$ cat config.mk
export PLATFORM = sky130hd
export DESIGN_NAME = separated_integer_list_parser_top
export DESIGN_NICKNAME = d
export VERILOG_FILES = /design/src/sv/slp_pkg.sv /design/src/sv/slp_front.sv /design/src/sv/slp_queue.sv /design/src/sv/slp_back.sv /design/src/sv/separated_integer_list_parser_top.sv
export VERILOG_INCLUDE_DIRS = /design/src /design/src/sv
export SDC_FILE = /design/constraint.sdc
export NUM_CORES = 1
export LEC_CHECK = 0
export BUFFER_PORTS_ARGS = -buffer_cell sky130_fd_sc_hd__buf_2
export CORE_MARGIN = 2
export CORE_UTILIZATION = 50
export CTS_CLUSTER_DIAMETER = 150
export DETAILED_ROUTE_END_ITERATION = 6
export HOLD_SLACK_MARGIN = 0.12
export PLACE_DENSITY = 0.67
export SKIP_LAST_GASP = 1
export SLEW_MARGIN = 40
export SYNTH_ARGS = -nofsm -noshare
export SYNTH_HDL_FRONTEND = slang
export SYNTH_HIERARCHICAL = 1
export SYNTH_SLANG_ARGS = --single-unit
$ cat constraint.sdc
create_clock -name clk -period 8.9 [get_ports clk]
set_clock_uncertainty 0.1 [all_clocks]
set_input_delay 0.445 -clock clk [delete_from_list [all_inputs] [get_ports clk]]
set_output_delay 0.445 -clock clk [all_outputs]
set_load 0.01 [all_outputs]
$ cat src/sv/separated_integer_list_parser_top_defines.svh
// Assertion macros shared by the parser's modules.
// Each use expects clk and rst_n to be visible in the module that uses it.
`ifndef SEPARATED_INTEGER_LIST_PARSER_TOP_DEFINES_SVH
`define SEPARATED_INTEGER_LIST_PARSER_TOP_DEFINES_SVH

`ifndef NO_ASSERTIONS

// A property that must hold at every clock edge out of reset.
`define SLP_ASSERT(lbl, prop) \
  lbl: assert property (@(posedge clk) disable iff (!rst_n) (prop)) \
    else $error("slp: assertion failed");

// A condition in this cycle that requires a consequence in the same cycle.
`define SLP_ASSERT_IMPL(lbl, ante, cons) \
  lbl: assert property (@(posedge clk) disable iff (!rst_n) (ante) |-> (cons)) \
    else $error("slp: implication failed");

// A condition in this cycle that requires a consequence in the next cycle.
`define SLP_ASSERT_NEXT(lbl, ante, cons) \
  lbl: assert property (@(posedge clk) disable iff (!rst_n) (ante) |=> (cons)) \
    else $error("slp: next-cycle check failed");

`else

`define SLP_ASSERT(lbl, prop)
`define SLP_ASSERT_IMPL(lbl, ante, cons)
`define SLP_ASSERT_NEXT(lbl, ante, cons)

`endif

`endif

$ cat src/sv/slp_pkg.sv
package slp_pkg;

  // Width of the running byte position; it saturates at its all-ones value.
  localparam int POS_BITS = 16;
  localparam int ERR_POS_BITS = 16;

  localparam logic [7:0] CH_PLUS   = 8'h2B;
  localparam logic [7:0] CH_MINUS  = 8'h2D;
  localparam logic [7:0] CH_NUL    = 8'h00;
  localparam logic [7:0] CH_ZERO   = 8'h30;
  localparam logic [7:0] CH_NINE   = 8'h39;
  localparam logic [7:0] CH_SPACE  = 8'h20;
  localparam logic [7:0] CH_TAB    = 8'h09;
  localparam logic [7:0] CH_CR     = 8'h0D;
  localparam logic [7:0] SEP_RESET = 8'h2C;

  typedef enum logic [2:0] {
    KIND_VALUE  = 3'd0,
    KIND_DONE   = 3'd1,
    KIND_INTEXP = 3'd2,
    KIND_RANGE  = 3'd3,
    KIND_SEPEXP = 3'd4
  } kind_t;

  typedef struct packed {
    logic [7:0] char_byte;
    logic       end_of_string;
  } in_word_t;

  typedef struct packed {
    kind_t                    result_kind;
    logic signed [31:0]       parsed_value;
    logic [ERR_POS_BITS-1:0]  error_position;
    logic                     last_of_string;
  } out_word_t;

  // One input word after classification by the front end.
  typedef struct packed {
    logic [3:0] digit_val;
    logic       is_marker;
    logic       is_zero;
    logic       is_digit;
    logic       is_space;
    logic       is_blank;
    logic       is_sign;
    logic       is_minus;
    logic       is_sep;
  } cls_t;

  function automatic logic is_digit_char(input logic [7:0] c);
    return (c >= CH_ZERO) && (c <= CH_NINE);
  endfunction

endpackage

$ cat src/sv/slp_front.sv
module slp_front (
  input  logic             clk,
  input  logic             rst_n,
  input  logic             in_valid,
  input  slp_pkg::in_word_t in_data,
  output logic             in_stall,
  input  logic             cfg_valid,
  input  logic [7:0]       cfg_data,
  output logic             cfg_ready,
  input  logic             q_full,
  output logic             q_push,
  output slp_pkg::cls_t    q_item
);
  import slp_pkg::*;

  logic [7:0] sep_r;
  logic [7:0] sep_nxt;
  logic [7:0] c;

  assign cfg_ready = 1'b1;
  assign in_stall  = q_full;
  assign q_push    = in_valid && !q_full;
  assign c         = in_data.char_byte;

  // Digits and signs would make the list ambiguous, so such writes are dropped.
  always_comb begin
    sep_nxt = sep_r;
    if (cfg_valid && cfg_ready && !is_digit_char(cfg_data) &&
        cfg_data != CH_PLUS && cfg_data != CH_MINUS) begin
      sep_nxt = cfg_data;
    end
  end

  always_ff @(posedge clk) begin
    if (!rst_n) begin
      sep_r <= SEP_RESET;
    end else begin
      sep_r <= sep_nxt;
    end
  end

  always_comb begin
    q_item.digit_val = c[3:0];
    q_item.is_marker = in_data.end_of_string;
    q_item.is_zero   = !in_data.end_of_string && (c == CH_NUL);
    q_item.is_digit  = is_digit_char(c);
    q_item.is_space  = (c == CH_SPACE) || ((c >= CH_TAB) && (c <= CH_CR));
    q_item.is_blank  = (c == CH_SPACE) || (c == CH_TAB);
    q_item.is_sign   = (c == CH_PLUS) || (c == CH_MINUS);
    q_item.is_minus  = (c == CH_MINUS);
    q_item.is_sep    = (c == sep_r);
  end

endmodule

$ cat src/sv/slp_queue.sv
`include "separated_integer_list_parser_top_defines.svh"

module slp_queue (
  input  logic          clk,
  input  logic          rst_n,
  input  logic          push,
  input  slp_pkg::cls_t push_item,
  output logic          full,
  output logic          head_valid,
  output slp_pkg::cls_t head_item,
  input  logic          pop
);
  import slp_pkg::*;

  cls_t       ent_r   [2];
  cls_t       ent_nxt [2];
  logic [1:0] cnt_r;
  logic [1:0] cnt_nxt;
  logic [1:0] cnt_after;

  assign full       = (cnt_r == 2'd2);
  assign head_valid = (cnt_r != 2'd0);
  assign head_item  = ent_r[0];

  always_comb begin
    ent_nxt   = ent_r;
    cnt_after = cnt_r;
    if (pop) begin
      ent_nxt[0] = ent_r[1];
      cnt_after  = cnt_r - 2'd1;
    end
    cnt_nxt = cnt_after;
    if (push) begin
      ent_nxt[cnt_after[0]] = push_item;
      cnt_nxt               = cnt_after + 2'd1;
    end
  end

  always_ff @(posedge clk) begin
    if (!rst_n) begin
      cnt_r <= 2'd0;
    end else begin
      cnt_r <= cnt_nxt;
    end
  end

  always_ff @(posedge clk) begin
    ent_r <= ent_nxt;
  end

  `SLP_ASSERT(a_q_cnt_range, cnt_r <= 2'd2)
  `SLP_ASSERT_IMPL(a_q_no_push_full, push, cnt_r != 2'd2)
  `SLP_ASSERT_NEXT(a_q_fill_one, push && !pop && cnt_r == 2'd0, cnt_r == 2'd1)

endmodule

$ cat src/sv/slp_back.sv
`include "separated_integer_list_parser_top_defines.svh"

module slp_back (
  input  logic               clk,
  input  logic               rst_n,
  input  logic               q_valid,
  input  slp_pkg::cls_t      q_item,
  output logic               q_pop,
  output logic               out_valid,
  output slp_pkg::out_word_t out_data,
  input  logic               out_stall
);
  import slp_pkg::*;

  typedef enum logic [2:0] {
    PH_START,
    PH_LEADWS,
    PH_SIGN,
    PH_DIGITS,
    PH_TRAIL,
    PH_DRAIN
  } phase_t;

  phase_t              phase_r, phase_nxt;
  logic [31:0]         mag_r, mag_nxt;
  logic                big_r, big_nxt;
  logic                minus_r, minus_nxt;
  logic [POS_BITS-1:0] bpos_r, bpos_nxt;
  logic [POS_BITS-1:0] spos_r, spos_nxt;
  out_word_t           oq_r [2];
  out_word_t           oq_nxt [2];
  logic [1:0]          ocnt_r, ocnt_nxt;

  logic [POS_BITS-1:0] pos;
  logic                ends;
  logic [1:0]          nres;
  out_word_t           res_a, res_b;
  logic                out_pop;
  logic [1:0]          ocnt_after;
  logic [2:0]          ocnt_sum;

  function automatic logic [ERR_POS_BITS-1:0] err_pos(input logic [POS_BITS-1:0] p);
    if (32'(p) > 32'h0000_FFFF) begin
      return '1;
    end
    return ERR_POS_BITS'(p);
  endfunction

  function automatic out_word_t mk_res(input kind_t k, input logic [31:0] v,
                                       input logic [ERR_POS_BITS-1:0] ep,
                                       input logic lst);
    out_word_t r;
    r.result_kind    = k;
    r.parsed_value   = v;
    r.error_position = ep;
    r.last_of_string = lst;
    return r;
  endfunction

  assign out_valid  = (ocnt_r != 2'd0);
  assign out_data   = oq_r[0];
  assign out_pop    = out_valid && !out_stall;
  assign ocnt_after = ocnt_r - {1'b0, out_pop};
  assign ocnt_sum   = {1'b0, ocnt_after} + {1'b0, nres};
  assign q_pop      = q_valid && (ocnt_sum <= 3'd2);

  assign pos  = (bpos_r == '1) ? bpos_r : bpos_r + 1'b1;
  assign ends = q_item.is_marker || q_item.is_zero;

  // Parse step for the word at the head of the queue.
  always_comb begin
    logic [35:0]         m10;
    logic                big2;
    logic [POS_BITS-1:0] sp;
    out_word_t           an_res;
    logic                an_emit;
    logic                do_after;
    logic                big_use;

    m10       = 36'(mag_r) * 36'd10 + 36'(q_item.digit_val);
    big2      = 1'b0;
    sp        = spos_r;
    an_res    = '0;
    an_emit   = 1'b0;
    do_after  = 1'b0;
    big_use   = big_r;
    phase_nxt = phase_r;
    mag_nxt   = mag_r;
    big_nxt   = big_r;
    minus_nxt = minus_r;
    bpos_nxt  = bpos_r;
    spos_nxt  = spos_r;
    res_a     = '0;
    res_b     = '0;
    nres      = 2'd0;

    if (q_valid) begin
      if (!q_item.is_marker) begin
        bpos_nxt = pos;
      end
      case (phase_r)
        PH_START, PH_LEADWS: begin
          if (phase_r == PH_START) begin
            sp       = pos;
            spos_nxt = pos;
          end
          if (phase_r == PH_START && ends) begin
            res_a     = mk_res(KIND_DONE, '0, '0, 1'b1);
            nres      = 2'd1;
            phase_nxt = PH_DRAIN;
          end else if (ends) begin
            res_a     = mk_res(KIND_INTEXP, '0, err_pos(sp), 1'b1);
            nres      = 2'd1;
            phase_nxt = PH_DRAIN;
          end else if (q_item.is_space) begin
            phase_nxt = PH_LEADWS;
          end else if (q_item.is_sign) begin
            minus_nxt = q_item.is_minus;
            phase_nxt = PH_SIGN;
          end else if (q_item.is_digit) begin
            mag_nxt   = 32'(q_item.digit_val);
            big_nxt   = 1'b0;
            phase_nxt = PH_DIGITS;
          end else begin
            res_a     = mk_res(KIND_INTEXP, '0, err_pos(sp), 1'b1);
            nres      = 2'd1;
            phase_nxt = PH_DRAIN;
          end
        end
        PH_SIGN: begin
          if (!ends && q_item.is_digit) begin
            mag_nxt   = 32'(q_item.digit_val);
            big_nxt   = 1'b0;
            phase_nxt = PH_DIGITS;
          end else begin
            res_a     = mk_res(KIND_INTEXP, '0, err_pos(spos_r), 1'b1);
            nres      = 2'd1;
            phase_nxt = PH_DRAIN;
          end
        end
        PH_DIGITS: begin
          if (!ends && q_item.is_digit) begin
            if (!big_r) begin
              if (m10 > 36'h0_8000_0000) begin
                big_nxt = 1'b1;
              end else begin
                mag_nxt = m10[31:0];
              end
            end
          end else begin
            // A positive magnitude of 2^31 fits only with a minus sign.
            big2     = big_r || (!minus_r && mag_r[31]);
            big_nxt  = big2;
            big_use  = big2;
            do_after = 1'b1;
            if (!big2) begin
              res_a = mk_res(KIND_VALUE, minus_r ? (32'd0 - mag_r) : mag_r, '0, 1'b0);
              nres  = 2'd1;
            end
          end
        end
        PH_TRAIL: begin
          do_after = 1'b1;
        end
        default: begin
          phase_nxt = PH_DRAIN;
        end
      endcase

      // After a number: blanks, separator, end, range or separator error.
      if (do_after) begin
        if (!ends && q_item.is_blank) begin
          phase_nxt = PH_TRAIL;
        end else if (big_use) begin
          an_res    = mk_res(KIND_RANGE, '0, err_pos(pos), 1'b1);
          an_emit   = 1'b1;
          phase_nxt = PH_DRAIN;
        end else if (ends) begin
          an_res    = mk_res(KIND_DONE, '0, '0, 1'b1);
          an_emit   = 1'b1;
          phase_nxt = PH_DRAIN;
        end else if (q_item.is_sep) begin
          phase_nxt = PH_START;
          mag_nxt   = '0;
          minus_nxt = 1'b0;
        end else begin
          an_res    = mk_res(KIND_SEPEXP, '0, err_pos(pos), 1'b1);
          an_emit   = 1'b1;
          phase_nxt = PH_DRAIN;
        end
        if (an_emit) begin
          if (nres == 2'd0) begin
            res_a = an_res;
            nres  = 2'd1;
          end else begin
            res_b = an_res;
            nres  = 2'd2;
          end
        end
      end

      if (q_item.is_zero) begin
        phase_nxt = PH_DRAIN;
      end
      if (q_item.is_marker) begin
        phase_nxt = PH_START;
        mag_nxt   = '0;
        big_nxt   = 1'b0;
        minus_nxt = 1'b0;
        bpos_nxt  = '0;
        spos_nxt  = '0;
      end
    end
  end

  // Result queue: shift out on a take, then append this word's results.
  always_comb begin
    oq_nxt   = oq_r;
    ocnt_nxt = ocnt_after;
    if (out_pop) begin
      oq_nxt[0] = oq_r[1];
    end
    if (q_pop) begin
      if (nres == 2'd2) begin
        oq_nxt[0] = res_a;
        oq_nxt[1] = res_b;
      end else if (nres == 2'd1) begin
        oq_nxt[ocnt_after[0]] = res_a;
      end
      ocnt_nxt = ocnt_sum[1:0];
    end
  end

  always_ff @(posedge clk) begin
    if (!rst_n) begin
      phase_r <= PH_START;
      mag_r   <= '0;
      big_r   <= 1'b0;
      minus_r <= 1'b0;
      bpos_r  <= '0;
      spos_r  <= '0;
      ocnt_r  <= 2'd0;
      oq_r[0] <= '0;
      oq_r[1] <= '0;
    end else begin
      if (q_pop) begin
        phase_r <= phase_nxt;
        mag_r   <= mag_nxt;
        big_r   <= big_nxt;
        minus_r <= minus_nxt;
        bpos_r  <= bpos_nxt;
        spos_r  <= spos_nxt;
      end
      ocnt_r <= ocnt_nxt;
      oq_r   <= oq_nxt;
    end
  end

  `SLP_ASSERT(a_b_ocnt_range, ocnt_r <= 2'd2)
  `SLP_ASSERT_IMPL(a_b_drain_silent, q_pop && phase_r == PH_DRAIN, nres == 2'd0)
  `SLP_ASSERT_IMPL(a_b_pair_ends, nres == 2'd2, res_a.result_kind == KIND_VALUE && res_b.last_of_string)

endmodule

$ cat src/sv/separated_integer_list_parser_top.sv
// Channel  Direction  Handshake          Word
// in_      input      in_valid/in_stall  slp_pkg::in_word_t (char_byte, end_of_string)
// out_     output     out_valid/out_stall slp_pkg::out_word_t (kind, value, position, last)
// cfg_     input      cfg_valid/cfg_ready 8-bit separator byte
//
// One input word is taken per cycle while in_stall is low; each word is parsed from
// the head of the two-entry classified-word queue, and its results leave through a
// two-entry result queue, one result word per cycle while out_stall is low.
// A word that closes a number and also ends the string gives two results; it is
// parsed only once both fit in the result queue, so such a word can hold up the parse.
// Reset is synchronous and active low; it restores the comma separator and the
// fresh per-string state. in_stall rises only when the word queue is full.
module separated_integer_list_parser_top (
  input  logic               clk,
  input  logic               rst_n,
  input  logic               in_valid,
  input  slp_pkg::in_word_t  in_data,
  output logic               in_stall,
  output logic               out_valid,
  output slp_pkg::out_word_t out_data,
  input  logic               out_stall,
  input  logic               cfg_valid,
  input  logic [7:0]         cfg_data,
  output logic               cfg_ready
);
  import slp_pkg::*;

  // Front end: separator register and byte classification.
  logic q_full;
  logic q_push;
  cls_t q_in;

  // Queue head seen by the parser.
  logic q_valid;
  logic q_pop;
  cls_t q_head;

  slp_front u_front (
    .clk       (clk),
    .rst_n     (rst_n),
    .in_valid  (in_valid),
    .in_data   (in_data),
    .in_stall  (in_stall),
    .cfg_valid (cfg_valid),
    .cfg_data  (cfg_data),
    .cfg_ready (cfg_ready),
    .q_full    (q_full),
    .q_push    (q_push),
    .q_item    (q_in)
  );

  // The queue lets the front keep taking words while the parser waits on
  // the output side.
  slp_queue u_queue (
    .clk        (clk),
    .rst_n      (rst_n),
    .push       (q_push),
    .push_item  (q_in),
    .full       (q_full),
    .head_valid (q_valid),
    .head_item  (q_head),
    .pop        (q_pop)
  );

  // Back end: the parse state machine and the result queue.
  slp_back u_back (
    .clk       (clk),
    .rst_n     (rst_n),
    .q_valid   (q_valid),
    .q_item    (q_head),
    .q_pop     (q_pop),
    .out_valid (out_valid),
    .out_data  (out_data),
    .out_stall (out_stall)
  );

endmodule
==> results of run 1 <==
[registers in the layout, indices dropped and copies added, names as in the netlist, 2 cells and up, named ones only]
signal	cells
u_back/phase_r	3
u_front/sep_r	8
u_back/ocnt_r	2
u_queue/head_item	12
u_back/out_data	52
u_back/mag_r	32
u_back/bpos_r	16
u_queue/cnt_r	2
u_back/spos_r	16
u_back/oq_r	52
[cell type report]
cell class | count | area (um2)
Timing Repair Buffer | 93 | 529
Inverter | 36 | 140
Multi-Input combinational cell | 1439 | 9220
Sequential cell | 209 | 4310
Antenna cell | 1 | 2.50
Tap cell | 384 | 480
Clock buffer | 33 | 673
Clock inverter | 6 | 83.8
Fill cell | 2751 | 13300
[cells in the final DEF, fill, tap and decap left out, types with 23 or more instances in the layout]
cell	Yosys	routed
o21ai_0	79	79
o21ai_2	21	23
buf_2	9	75
xor2_1	55	55
nand2_1	218	218
and3_1	26	26
a21oi_1	91	90
nor2_1	261	256
a311oi_1	42	42
nand3_1	58	57
a22oi_1	63	63
inv_1	33	33
dfxtp_1	197	196
ha_1	73	73
xnor2_1	45	45
mux2i_1	26	26
nor3_1	41	38
clkbuf_16	0	23
[path summary, 6_finish.rpt]
kind,slack (ps),end,start
min,130,u_front/sep_r[3],cfg_data[3]
max reg2reg,2730,u_back/mag_r[10],u_back/mag_r[1]
min reg2reg,380,u_back/out_data[41],u_back/oq_r[41]
max,2730,u_back/mag_r[10],u_back/mag_r[1]
[kinds of logic after synthesis]
family / count (synthesis) / synth area share, %
xor gates and xnor gates: 102 / 6.25
and+or+nand+nor: 769 / 25.2
other: 1 / 0.0256
buffers and inverters: 218 / 7.89
adders and majority gates: 76 / 6.65
muxes: 27 / 1.86
DFF: 209 / 29.4
AOI/OAI and AO/OA: 464 / 22.7
[per-stage QoR]
step / cell area [um2] / worst slack, ps / power (mW) / instances
after global routing: 15400 / 2380 / 4.06 / 2200
after detailed placement: 14600 / 2800 / 2.83 / 2155
final: 15400 / 2730 / 3.82 / 2201
after global placement: 14600 / 2650 / 2.80 / 2155
after floorplan: 14600 / 3960 / 2.54 / 1866
after CTS: 15400 / 2770 / 3.80 / 2200
[power groups by stage]
stage / sequential, mW / clock [mW] / combinational (mW)
2_1_floorplan: 1.23 / 0 / 1.31
3_3_place_gp: 1.31 / 0 / 1.49
3_5_place_dp: 1.31 / 0 / 1.52
4_1_cts: 1.29 / 0.975 / 1.53
5_1_grt: 1.32 / 1.02 / 1.72
6_report: 1.30 / 0.963 / 1.56
[routing by layer]
layer	global-route usage, %	vias to the layer above	wire (um)
met5	0	-	0
met1	33.6	6394	17600
met3	3.05	82	2070
met4	8.75	0	1310
met2	45.0	434	19800
li1	-	6521	-
==> run metrics, run 1 <==
top cell type's share of synthesized area=27.0%; RSZ-0062 raised after global routing=no; Final Cycle Share=69.3%; leak pwr=6.15 nW; utilization after layout=53.6%; io pins=77; post-synth net total=1964; Fin Hold WS=127 ps; CP Cell Sequence=ha_1 > ha_1 > inv_1 > fa_1 > nand2b_1 > a211oi_2 > o21ai_0 > nand3_1 > or4b_4 > nand4b_4 > nor3_1 > xor2_1 > or4_1 > nor4_4 > a21o_1 > o211a_4 > o21ai_0; synth unique cells=93; total number of vias=13400; Starting Density=50.8%; critical path depth=17; drt via density=6.10; Layout area overhead=5.50%; Bufs and invs on worst path=1; Seq/Total Area, Yosys=29.4%; cell count of the worst hold path=2; Switch Pwr=1.59 mW; Routed Antenna Nets=0; number of buffers created by CTS=22; startpoint types=register; largest net degree at the start of global routing=94; total grt overflow=0; Seq pwr share=34.0%; DIE AREA=30600 um2; Post-synth EDFFs=12; critical path required time=9170 ps; Worst-Skew Late Latency=510 ps; worst setup path category=register to register; Synth area leader=dfxtp_1; postcts setup bufs=0; crit path DAT=6440 ps; Die Ht=175 um; FF-to-FF path depth=17; DIE WIDTH=175 um; initial antenna violation count=0; slew margin rel.=42.9%; Final #Nets=1899; Final Wtd Congestion=0.932; minimum clock period=6170 ps; status=finished, final reports clean; core outline area=28800 um2; Comb power frac=40.8%; Total GRT Usage=26.0%; fmax=162 MHz; sw frac=41.7%; PortBufs=75; Slowest Stage Delay on Critical Path=590 ps; Synth Register Bits=209; clk buf depth=3; Final setup viols=0; Clock power frac=25.2%; final hold vios=0; post-cts repair resize count=0; routed len/inst=18.5 um; PwrDens=247 nW/um2; clock root buffer=clkbuf_16; routed wire length=40.8 mm; Clock transition at path regs=60 ps; pins over their slew limit=0; nature of the critical path endpoint=register; Mapped Avg Cell Area=7.84 um2; crit path max fanout=27; Hold WC Path Type=primary input to register; number of global-route vias before repair=12500; drt drc=0; ys flop type=dfxtp_1; hold_buf cts=6; Post-synth ARST share=0%; Tightest Pin Transition=856 ps; Pint=2.23 mW; FP Rows=62; Max VDD drop=256 uV; top cells by count, synth=261 x nor2_1, 218 x nand2_1, 197 x dfxtp_1; synth top area cells=dfxtp_1 27%, nor2_1 6.7%, ha_1 6.2%; YS warnings=6; Largest delay share family, worst path=simple AND/OR/NAND/NOR gates; area of the mapped netlist=14600 um2; Cells after Synth=1866; first-pass GRT wire length=65.7 mm; most frequent cell after synthesis=nor2_1; initial DRC count=1218; fraction of layout cells with a size suffix above 1=11.1%; H-tree lvl count=1; Slowest cell on crit path=or4_1; Pre-Repair DR Iteration Count=5; DPL Wire Length=29.4 mm; Fin Setup TNS=0 ps; clock sinks=209; CTS tree=yes; Max-cap violations=0
No activity file was read; power rests on OpenSTA's default activity.
==> run 2: changes to the inputs <==
Clock period 8.9 ns to 6.2 ns, I/O delays scaled along.
==> run 2 against run 1 <==
Net effect:
- critical path depth is the same
- sequential cell count is the same
- maximum frequency grew 8.0%
- total power grew 45%
- setup slack lost 2200 ps
- sequential share of layout area shrank 0.39 points
- non-clock buffer count grew 26
- global-route usage grew 0.097 points
==> run metrics, run 2 (same netlist as run 1, synthesis figures left out) <==
Pre-Repair DR Iteration Count=5 (unchanged); drt drc=0 (unchanged); cell count of the worst hold path=2 (unchanged); Max-cap violations=0 (unchanged); Die Ht=175 um (unchanged); DIE AREA=30600 um2 (unchanged); commonest non-fill, non-tap cells in the layout=258 x nor2_1, 218 x nand2_1, 197 x dfxtp_1 (was 256 x nor2_1, 218 x nand2_1, 196 x dfxtp_1); Final #Nets=1925 (was 1899); leak pwr=6.27 nW (was 6.15 nW); hold_buf cts=21 (was 6); pins over their slew limit=0 (unchanged); Slowest Stage Delay on Critical Path=590 ps (about the same); FF-to-FF path depth=17 (unchanged); PwrDens=353 nW/um2 (was 247 nW/um2); cell area after placement=14700 um2 (was 14600 um2); critical path required time=6470 ps (was 9170 ps); routed wire length=41.5 mm (was 40.8 mm); post-cts repair resize count=0 (unchanged); Final Wtd Congestion=0.942 (was 0.932); crit path DAT=5990 ps (was 6440 ps); Comb power frac=41.8% (was 40.8%); clock root buffer=clkbuf_16 (unchanged); n_diodes=0 (was 1); FP Rows=62 (unchanged); clk buf depth=3 (unchanged); hold path startpoint=in_data[6] (was cfg_data[3]); core outline area=28800 um2 (unchanged); pre-CTS setup slack=547 ps (was 2800 ps); Clock transition at path regs=60 ps (about the same); number of buffers created by CTS=22 (unchanged); Switch Pwr=2.31 mW (was 1.59 mW); routed len/inst=18.6 um (was 18.5 um); PortBufs=75 (unchanged); commonest non-fill, non-tap cell in the layout=nor2_1 (unchanged); worst setup path category=register to register (unchanged); initial DRC count=1155 (was 1218); Clock power frac=24.9% (was 25.2%); CP Cell Sequence=ha_1 > ha_1 > inv_1 > fa_1 > nand2b_1 > a211oi_2 > o31ai_1 > and3_1 > a311oi_1 > nand4bb_1 > nor4_1 > nand4_1 > a211o_1 > nor2_1 > a21o_1 > o211a_4 > o21ai_0 (was ha_1 > ha_1 > inv_1 > fa_1 > nand2b_1 > a211oi_2 > o21ai_0 > nand3_1 > or4b_4 > nand4b_4 > nor3_1 > xor2_1 > or4_1 > nor4_4 > a21o_1 > o211a_4 > o21ai_0); minimum clock period=5720 ps (was 6170 ps); drt via density=6.09 (was 6.10); Total GRT Usage=26.1% (was 26.0%); Most Frequent Cell on Critical Path=ha_1; slew margin rel.=47.4% (was 42.9%); largest net degree at the start of global routing=102 (was 94); Fin Setup TNS=0 ps (unchanged); clock sinks=209 (unchanged); first-pass GRT wire length=66.1 mm (was 65.7 mm); Routed Antenna Nets=0 (unchanged); total number of vias=13500 (was 13400); Final setup viols=0 (unchanged); Largest delay share family, worst path=compound AO/OA/AOI/OAI gates (was simple AND/OR/NAND/NOR gates); number of global-route vias before repair=12500 (about the same); fmax=175 MHz (was 162 MHz); final hold vios=0 (unchanged); Pint=3.21 mW (was 2.23 mW); Final Cycle Share=92.2% (was 69.3%); CTS tree=yes (unchanged); postcts setup bufs=0 (unchanged); Slowest cell on crit path=nor4_1 (was or4_1); Starting Density=50.8% (unchanged); sw frac=41.8% (was 41.7%); Bufs and invs on worst path=1 (unchanged); total grt overflow=0 (unchanged); Worst-Skew Late Latency=520 ps (was 510 ps); startpoint types=register (unchanged); RSZ-0062 raised after global routing=no (unchanged); worst r2r src=u_back/mag_r[3] (was u_back/mag_r[1]); H-tree lvl count=1 (unchanged); initial antenna violation count=0 (unchanged); DPL Wire Length=29.6 mm (was 29.4 mm); internal reg-to-reg setup slack=480 ps (was 2730 ps); worst reg2reg path endpoint=u_back/mag_r[8] (was u_back/mag_r[10]); nature of the critical path endpoint=register (unchanged); DIE WIDTH=175 um (unchanged); Tightest Pin Transition=789 ps (was 856 ps); fraction of layout cells with a size suffix above 1=11.3% (was 11.1%); io pins=77 (unchanged); Worst Slack Setup Final=484 ps (was 2730 ps); beginning of the critical path=u_back/mag_r[3] (was u_back/mag_r[1]); fin area=15600 um2 (was 15400 um2); status=finished, final reports clean (unchanged); crit path max fanout=27 (unchanged); Hold WC Path Type=primary input to register (unchanged); Layout area overhead=6.95% (was 5.50%); Max VDD drop=292 uV (was 256 uV); Seq pwr share=33.3% (was 34.0%)
## run 2: changes by cell type in the layout (fill, tap and decap cells not counted), moves of 2 or more
cell	before	now
buf_4	11	21
nor2_1	256	258
nor2_2	5	3
clkbuf_8	6	4
dlygate4sd3_1	6	21
## run 2: worst max-delay path by stage
stage,cells after the start,slack [ps],to
final,17,480,u_back/mag_r[8]
after global routing,17,110,u_back/mag_r[4]
after CTS,17,550,u_back/mag_r[8]
after detailed placement,17,550,u_back/mag_r[8]
after global placement,17,620,u_back/mag_r[6]
after floorplan,18,1260,u_back/mag_r[15]
## run 2: through the flow
step	hold slack, ps	power, mW	std cells	utilization [%]
2_1_floorplan	332	3.64	1866	-
3_3_place_gp	362	4.06	2166	51.0
3_5_place_dp	370	4.11	2166	51.1
4_1_cts	124	5.49	2226	54.4
5_1_grt	154	5.85	2226	54.4
6_report	159	5.52	2226	54.4
## run 2: layout make-up
type,instances,area (um2)
Sequential cell,209,4300
Clock buffer,32,649
Fill cell,2715,13100
Multi-Input combinational cell,1439,9210
Inverter,36,138
Clock inverter,7,88.8
Tap cell,384,480
Timing Repair Buffer,119,774
## run 2: metal layers
layer,global-route usage [%],wire length [um],vias up
li1,-,-,6578
met1,34.5,18500,6531
met2,45.1,20000,379
met3,3.00,1970,61
met4,7.01,1040,0
met5,0,0,-
## run 2: power groups by stage
stage / sequential [mW] / clock (mW) / combinational, mW
final: 1.84 / 1.37 / 2.31
after CTS: 1.84 / 1.39 / 2.27
after global routing: 1.87 / 1.44 / 2.54
after floorplan: 1.76 / 0 / 1.88
after detailed placement: 1.86 / 0 / 2.25
after global placement: 1.86 / 0 / 2.21
